### config.mk
export PLATFORM = sky130hd
export DESIGN_NAME = srtf_tick_scheduler_top
export DESIGN_NICKNAME = d
export VERILOG_FILES = /design/src/rtl/core/srtf_pkg.sv /design/src/rtl/core/srtf_ram.sv /design/src/rtl/core/srtf_tick_scheduler_top.sv
export SDC_FILE = /design/constraint.sdc
export NUM_CORES = 1
export LEC_CHECK = 0
export ABC_CLOCK_PERIOD_IN_PS = 7090
export BUFFER_PORTS_ARGS = -buffer_cell sky130_fd_sc_hd__clkbuf_2
export CAP_MARGIN = 20
export CORE_MARGIN = 3
export CORE_UTILIZATION = 56
export CTS_CLUSTER_SIZE = 14
export DETAILED_ROUTE_END_ITERATION = 7
export GPL_TIMING_DRIVEN = 1
export PLACE_DENSITY = 0.87
export SLEW_MARGIN = 0
export SYNTH_ARGS = -nofsm -noshare
export SYNTH_HDL_FRONTEND = slang
export SYNTH_SLANG_ARGS = --single-unit
export TNS_END_PERCENT = 30
### constraint.sdc
create_clock -name aclk -period 7.09 [get_ports aclk]
set_input_delay 1.418 -clock aclk [delete_from_list [all_inputs] [get_ports aclk]]
set_output_delay 1.418 -clock aclk [all_outputs]
set_load 0.005 [all_outputs]
### src/rtl/core/srtf_pkg.sv
// Shared types and constants for the SRTF tick scheduler.
`default_nettype none

package srtf_pkg;

    // Table size and time width
    localparam int MAX_JOBS  = 16;
    localparam int TIME_BITS = 16;

    // Derived widths
    localparam int IDX_W   = (MAX_JOBS > 1) ? $clog2(MAX_JOBS) : 1;
    localparam int CNT_W   = $clog2(MAX_JOBS + 1);
    localparam int LABEL_W = 8;
    localparam int FIELD_T_W = 16;

    // Stream widths
    localparam int S_TDATA_W = 40;
    localparam int M_TDATA_W = 40;
    localparam int M_TUSER_W = 3;

    // Saturation limit of the cycle counter
    localparam logic [TIME_BITS-1:0] TIME_MAX = '1;

    // Operation codes carried on s_tuser
    typedef enum logic {
        OP_LOAD = 1'b0,
        OP_TICK = 1'b1
    } op_t;

    // Controller states
    typedef enum logic [1:0] {
        ST_IDLE,
        ST_SCAN,
        ST_COMMIT
    } state_t;

    // One job table entry, kept as one memory word
    typedef struct packed {
        logic [TIME_BITS-1:0] remaining;
        logic [TIME_BITS-1:0] arrival;
        logic [LABEL_W-1:0]   label;
    } job_entry_t;

    localparam int ENTRY_W = $bits(job_entry_t);

endpackage

`default_nettype wire

### src/rtl/core/srtf_ram.sv
// Generic single-port-write, single-port-read RAM with registered read data.
`default_nettype none

module srtf_ram #(
    parameter int WIDTH = 8,
    parameter int DEPTH = 16
) (
    input  wire logic                                      aclk,
    input  wire logic                                      wr_en,
    input  wire logic [((DEPTH > 1) ? $clog2(DEPTH) : 1)-1:0] wr_addr,
    input  wire logic [WIDTH-1:0]                          wr_data,
    input  wire logic                                      rd_en,
    input  wire logic [((DEPTH > 1) ? $clog2(DEPTH) : 1)-1:0] rd_addr,
    output logic      [WIDTH-1:0]                          rd_data
);

    logic [WIDTH-1:0] mem [DEPTH];

    // Write port
    always_ff @(posedge aclk) begin
        if (wr_en) begin
            mem[wr_addr] <= wr_data;
        end
    end

    // Registered read port
    always_ff @(posedge aclk) begin
        if (rd_en) begin
            rd_data <= mem[rd_addr];
        end
    end

endmodule

`default_nettype wire

### src/rtl/core/srtf_tick_scheduler_top.sv
// Top level of the shortest-remaining-time-first tick scheduler.
//
//  Channel  | Dir | Handshake          | Payload
//  ---------+-----+--------------------+--------------------------------------------
//  s_       | in  | s_tvalid/s_tready  | tuser: op; tdata: label, arrival, length
//  m_       | out | m_tvalid/m_tready  | tuser: idle, job_done, all_done;
//           |     |                    | tdata: tick_number, chosen_label, done_time
//
// A load transaction writes one table entry; a load to a full table is dropped.
// After a tick transaction s_tready stays low through the scan and the commit:
// one table read per cycle, the last read in the compare stage, the compare valid
// clearing, then the commit; a new tick is taken only once back in the idle state.
// A commit holds while the output register is still full and not being taken.
// Reset (aresetn low, synchronous) empties the table and sets the cycle counter to one.
`default_nettype none

module srtf_tick_scheduler_top (
    input  wire logic                           aclk,
    input  wire logic                           aresetn,
    // Input transactions
    input  wire logic                           s_tvalid,
    output logic                                s_tready,
    input  wire logic [srtf_pkg::S_TDATA_W-1:0] s_tdata,  // job_label[7:0], arrival_time[23:8],
                                                          // job_length[39:24]
    input  wire logic                           s_tuser,  // op[0]
    // Result transactions
    output logic                                m_tvalid,
    input  wire logic                           m_tready,
    output logic      [srtf_pkg::M_TDATA_W-1:0] m_tdata,  // tick_number[15:0],
                                                          // chosen_label[23:16],
                                                          // done_time[39:24]
    output logic      [srtf_pkg::M_TUSER_W-1:0] m_tuser   // idle[0], job_done[1], all_done[2]
);

    import srtf_pkg::*;

    // Input field views
    logic [LABEL_W-1:0]   in_label;
    logic [FIELD_T_W-1:0] in_arrival;
    logic [FIELD_T_W-1:0] in_length;
    op_t                  in_op;

    assign in_label   = s_tdata[7:0];
    assign in_arrival = s_tdata[23:8];
    assign in_length  = s_tdata[39:24];
    assign in_op      = op_t'(s_tuser);

    // Control state
    state_t               state_reg, state_next;
    logic [CNT_W-1:0]     job_count_reg, job_count_next;
    logic [TIME_BITS-1:0] cycle_reg, cycle_next;
    logic [CNT_W-1:0]     issue_reg, issue_next;
    logic                 cmp_vld_reg, cmp_vld_next;
    logic                 m_tvalid_reg, m_tvalid_next;

    // Scan datapath
    logic [IDX_W-1:0]     cmp_idx_reg, cmp_idx_next;
    logic                 found_reg, found_next;
    logic                 any_left_reg, any_left_next;
    logic [IDX_W-1:0]     best_idx_reg, best_idx_next;
    job_entry_t           best_reg, best_next;

    // Output payload
    logic [FIELD_T_W-1:0] tick_reg, tick_next;
    logic [LABEL_W-1:0]   label_reg, label_next;
    logic [FIELD_T_W-1:0] done_time_reg, done_time_next;
    logic                 idle_reg, idle_next;
    logic                 job_done_reg, job_done_next;
    logic                 all_done_reg, all_done_next;

    // Memory port signals
    logic                 ram_wr_en;
    logic [IDX_W-1:0]     ram_wr_addr;
    job_entry_t           ram_wr_entry;
    logic                 ram_rd_en;
    logic [ENTRY_W-1:0]   ram_rd_data;
    job_entry_t           rd_entry;

    // FSM decode
    logic                 s_accept;
    logic                 out_free;
    logic                 issue_more;
    logic                 commit_go;

    // Compare and commit terms
    logic                 rd_live;
    logic                 rd_better;
    logic [TIME_BITS-1:0] rem_dec;
    logic                 pick_done;
    logic [TIME_BITS-1:0] cycle_inc;

    // Job table
    srtf_ram #(
        .WIDTH (ENTRY_W),
        .DEPTH (MAX_JOBS)
    ) u_job_ram (
        .aclk    (aclk),
        .wr_en   (ram_wr_en),
        .wr_addr (ram_wr_addr),
        .wr_data (ram_wr_entry),
        .rd_en   (ram_rd_en),
        .rd_addr (issue_reg[IDX_W-1:0]),
        .rd_data (ram_rd_data)
    );

    assign rd_entry = job_entry_t'(ram_rd_data);

    // Handshake terms
    assign s_accept   = s_tvalid && s_tready;
    assign out_free   = !m_tvalid_reg || m_tready;
    assign issue_more = issue_reg < job_count_reg;

    // Next state
    always_comb begin
        state_next = state_reg;
        case (state_reg)
            ST_IDLE: begin
                if (s_accept && in_op == OP_TICK) begin
                    state_next = ST_SCAN;
                end
            end
            ST_SCAN: begin
                if (!issue_more && !cmp_vld_reg) begin
                    state_next = ST_COMMIT;
                end
            end
            ST_COMMIT: begin
                if (out_free) begin
                    state_next = ST_IDLE;
                end
            end
            default: state_next = ST_IDLE;
        endcase
    end

    // FSM outputs
    always_comb begin
        s_tready  = 1'b0;
        ram_rd_en = 1'b0;
        commit_go = 1'b0;
        case (state_reg)
            ST_IDLE:   s_tready  = 1'b1;
            ST_SCAN:   ram_rd_en = issue_more;
            ST_COMMIT: commit_go = out_free;
            default:   s_tready  = 1'b0;
        endcase
    end

    // Compare stage and commit arithmetic
    assign rd_live   = cmp_vld_reg && (rd_entry.remaining != '0);
    assign rd_better = rd_live && (rd_entry.arrival <= cycle_reg) &&
                       (!found_reg || (rd_entry.remaining < best_reg.remaining));
    assign rem_dec   = best_reg.remaining - TIME_BITS'(1);
    assign pick_done = found_reg && (rem_dec == '0);
    assign cycle_inc = (cycle_reg < TIME_MAX) ? (cycle_reg + TIME_BITS'(1)) : TIME_MAX;

    // Datapath next values
    always_comb begin
        job_count_next = job_count_reg;
        cycle_next     = cycle_reg;
        issue_next     = issue_reg;
        cmp_vld_next   = 1'b0;
        cmp_idx_next   = cmp_idx_reg;
        found_next     = found_reg;
        any_left_next  = any_left_reg;
        best_idx_next  = best_idx_reg;
        best_next      = best_reg;
        m_tvalid_next  = m_tvalid_reg;
        tick_next      = tick_reg;
        label_next     = label_reg;
        done_time_next = done_time_reg;
        idle_next      = idle_reg;
        job_done_next  = job_done_reg;
        all_done_next  = all_done_reg;
        ram_wr_en      = 1'b0;
        ram_wr_addr    = job_count_reg[IDX_W-1:0];
        ram_wr_entry.label     = in_label;
        ram_wr_entry.arrival   = TIME_BITS'(in_arrival);
        ram_wr_entry.remaining = TIME_BITS'(in_length);

        // Result taken downstream
        if (m_tvalid_reg && m_tready) begin
            m_tvalid_next = 1'b0;
        end

        // Load appends a job; a full table drops it
        if (s_accept && in_op == OP_LOAD && job_count_reg < CNT_W'(MAX_JOBS)) begin
            ram_wr_en      = 1'b1;
            job_count_next = job_count_reg + CNT_W'(1);
        end

        // Tick starts a fresh scan
        if (s_accept && in_op == OP_TICK) begin
            issue_next    = '0;
            found_next    = 1'b0;
            any_left_next = 1'b0;
        end

        // Issue one read per cycle
        if (ram_rd_en) begin
            issue_next   = issue_reg + CNT_W'(1);
            cmp_vld_next = 1'b1;
            cmp_idx_next = issue_reg[IDX_W-1:0];
        end

        // Running minimum; strict compare keeps the earliest job on ties
        if (rd_live) begin
            any_left_next = 1'b1;
        end
        if (rd_better) begin
            found_next    = 1'b1;
            best_idx_next = cmp_idx_reg;
            best_next     = rd_entry;
        end

        // Commit: write back the chosen job and load the result
        if (commit_go) begin
            m_tvalid_next  = 1'b1;
            tick_next      = FIELD_T_W'(cycle_reg);
            label_next     = found_reg ? best_reg.label : '0;
            idle_next      = !found_reg;
            job_done_next  = pick_done;
            done_time_next = pick_done ? FIELD_T_W'(cycle_inc) : '0;
            all_done_next  = !any_left_reg;
            if (found_reg) begin
                ram_wr_en              = 1'b1;
                ram_wr_addr            = best_idx_reg;
                ram_wr_entry           = best_reg;
                ram_wr_entry.remaining = rem_dec;
            end
            if (any_left_reg) begin
                cycle_next = cycle_inc;
            end
        end
    end

    // Control registers
    always_ff @(posedge aclk) begin
        if (!aresetn) begin
            state_reg     <= ST_IDLE;
            job_count_reg <= '0;
            cycle_reg     <= TIME_BITS'(1);
            issue_reg     <= '0;
            cmp_vld_reg   <= 1'b0;
            m_tvalid_reg  <= 1'b0;
        end else begin
            state_reg     <= state_next;
            job_count_reg <= job_count_next;
            cycle_reg     <= cycle_next;
            issue_reg     <= issue_next;
            cmp_vld_reg   <= cmp_vld_next;
            m_tvalid_reg  <= m_tvalid_next;
        end
    end

    // Payload registers
    always_ff @(posedge aclk) begin
        cmp_idx_reg   <= cmp_idx_next;
        found_reg     <= found_next;
        any_left_reg  <= any_left_next;
        best_idx_reg  <= best_idx_next;
        best_reg      <= best_next;
        tick_reg      <= tick_next;
        label_reg     <= label_next;
        done_time_reg <= done_time_next;
        idle_reg      <= idle_next;
        job_done_reg  <= job_done_next;
        all_done_reg  <= all_done_next;
    end

    // Result channel
    assign m_tvalid = m_tvalid_reg;
    assign m_tdata  = {done_time_reg, label_reg, tick_reg};
    assign m_tuser  = {all_done_reg, job_done_reg, idle_reg};

endmodule

`default_nettype wire

==> impl_results.md <==
- Top FF cell, synth: edfxtp_1
- Synth async-reset ratio: 0%
- Layout Nets: ~1.8k
- TritonCTS clock tree: built
- Starting Density: 56.96%
- Hold Buf Count CTS: 0
- Vias in the first global route: approximately 17k
- CP cell instances: clkbuf_2 -> nand2b_1 -> nor2b_4 -> and2_1 -> buf_4 -> nand2_1 -> o22a_1 -> nor2_4 -> buf_4
- Most frequent cells in the layout: edfxtp_1 (771), mux4_2 (200), nand2_1 (114)
- First-pass GRT wire length: approximately 120,000 um
- Final Cycle Share: about 64%
- CP most frequent cell: buf_4
- Pleak: about 11 nW
- Commonest non-fill, non-tap cell in the layout: edfxtp_1
- Worst VDD drop: around 0.16 mV
- Reg2reg start: state_reg[0]$_SDFFE_PN0P_
- Worst EP required: approximately 7400 ps
- DR WL/cell: between 30 and 40 um
- GRT Util Overall: between 20% and 30%
- Synth Area per Inst: roughly 20 um^2
- Clock buffer depth: 3
- CTS Buf Count: 77
- Syn Std Cell Area: ~32,000 um^2
- Total number of vias: 16.79k
- CP Class: input pin to flip-flop
- Total power: between 9 and 10 mW
- Synthesized instance count: roughly 1.6k
- CP max stage delay: between 800 and 900 ps
- Worst setup SP type: input pin
- CP max FO: 27
- Fraction of layout cells with a size suffix above 1: between 20% and 30%
- Area Overhead vs Synth: 12.80%
- Clk root buf: clkbuf_16
- Worst hold start: u_job_ram.rd_data[5]$_DFFE_PP_
- Setup violators final: 0
- Fill cell count: 3,411
- Post-CTS Resized: 0
- Post-synth EDFFs: slightly below 800
- Unrepaired setup endpoints after global routing: false
- Fmax: between 200 and 250 MHz
- Worst-path clk slew: 60 ps
- #FFs+latches synth: 803
- Final Max Tran Viols: 0
- Synth warnings: 0
- HPWL Detailed: ~45,000 um
- Ranking of synthesized cells by area: edfxtp_1 (73%), mux4_2 (14%), dfxtp_1 (2.0%), ha_1 (1.6%), nand2_1 (1.4%)
- Syn nets: 1,651
- Clk_lat worst skew: 610 ps
- Post-CTS repair timing setup buffer count: 0
- Port Buffer Count: 89
- Minimum clock period: 4569 ps
- Slew @ Worst Pin: around 1100 ps
- CP arrival: roughly 4900 ps
- Core area: between 50,000 and 60,000 um^2
- Die Area: between 50,000 and 60,000 um^2
- Num rows: 86
- Crit end category: flip-flop
- Max reg flops: between 600 and 700
- H-tree depth: 3
- DRT Pass-1 Iters: 7
- Power per cell area: ~270 nW/um^2
- Aggregate global routing overflow: 0
- Final count of hold timing violations: 0
- Cell variety after synth: 58
- Final ANT Viol Nets: 0
- CP max stage cell: nor2_4
- Max Cap Violations: 0
- Seq/Total Area, Yosys: 75.38%
- Hold crit path type: flip-flop to flip-flop
- Share of the synthesized area in the top cell type: 73.35%
- Status: completed
- Initial DRC count: ~2.3k
- GP Congestion: around 0.84
- IO Count: 90
- Die Span X: 243.4 um
- Critical path startpoint: m_tready
- DR vias/cell: about 6.7
- Die H: around 240 um
- Setup Skew: ~25 ps
- Wirelength, routed: 78,230 um
- Largest net degree at the start of global routing: between 100 and 150
- Clock sink total: roughly 800
- Cell taking the most area after synthesis: edfxtp_1
- Max-Slew Margin vs Limit: 23.83%
- Final TNS setup: 0 ps
- Residual DRC: 0
- Antenna violations before repair: 6
-- cells by family after synthesis --
family	synth area share, %
AND/OR/NAND/NOR	3.980
buffers and inverters	1.506
multiplexers	14.41
XOR/XNOR	0.6937
AO/OA/AOI/OAI	2.446
flip-flops	75.38
adder cells (fa/ha/maj)	1.586
-- path summary, 6_finish.rpt --
check / end / cells past startpoint / slack [ps]
max reg2reg: u_job_ram.mem[2][0]$_DFFE_PP_ / 8 / 3090
min reg2reg: best_reg[5]$_DFFE_PP_ / 0 / 410
min: best_reg[5]$_DFFE_PP_ / 0 / 410
max: u_job_ram.mem[2][0]$_DFFE_PP_ / 9 / 2520
-- report_power, final --
group	leakage, nW	switching [mW]	internal, mW	total (mW)
Combinational	2.79	0.145	0.0745	0.220
Sequential	7.25	0.0177	5.23	5.24
Clock	1.18	1.72	2.30	4.02
-- worst max-delay path, delay by kind of cell --
family                 cells  cell delay (ps)
AO/OA/AOI/OAI              1              390
AND/OR/NAND/NOR            5             2070
buffers and inverters      3              940
-- metrics by stage --
stage	worst slack [ps]	area (um^2)	instances	utilization [%]	hold slack [ps]
3_5_place_dp	2045	33120	2370	59.77	404.5
2_1_floorplan	379.6	31560	1566	-	400.3
3_3_place_gp	2107	33050	2364	59.64	403.0
6_report	2521	35610	2506	64.25	412.4
4_1_cts	2582	35550	2502	64.15	417.7
5_1_grt	2395	35600	2505	64.25	424.1
-- cells in the mapped netlist (3+ instances only) --
cell type and number:
buf_1 18, xnor2_1 25, and2_1 12, ha_1 40
a211oi_1 6, inv_1 43, o21ai_0 22, nand2_1 115
nor4_1 7, mux2_2 3, nand2b_1 8, a31oi_1 11
a21oi_2 6, clkbuf_1 47, nor2_1 42, and3_1 8
o21a_1 5, nor3b_1 3, edfxtp_1 771, or2_2 3
o211ai_1 4, buf_4 4, mux4_2 200, nor2_4 3
dfxtp_1 32, nand4_1 11, a311oi_1 7, nand3_1 16
a21o_1 6, nor3_1 14, a21oi_1 37
-- metal layers --
metal / global-route usage (%) / vias up / share of wire, %
met3: 6.152 / 219 / 11
met5: 0 / - / 0.11
met4: 10.35 / 12 / 3.9
li1: - / 6668 / -
met2: 43.66 / 1299 / 49
met1: 36.46 / 8592 / 36
-- area by class of cell --
type / instances / area (um^2) / share of cell area (%)
flip-flops and latches: 803 / 23810 / 66.86
multi-input cells: 647 / 7437 / 20.89
clock buffers: 92 / 2024 / 5.686
well taps: 748 / 935.9 / 2.629
repair buffers: 131 / 830.8 / 2.333
clock inverters: 40 / 404.1 / 1.135
inverters: 44 / 165.2 / 0.4639
diodes: 1 / 2.502 / 0.007028
No activity file was read; power rests on OpenSTA's default activity.
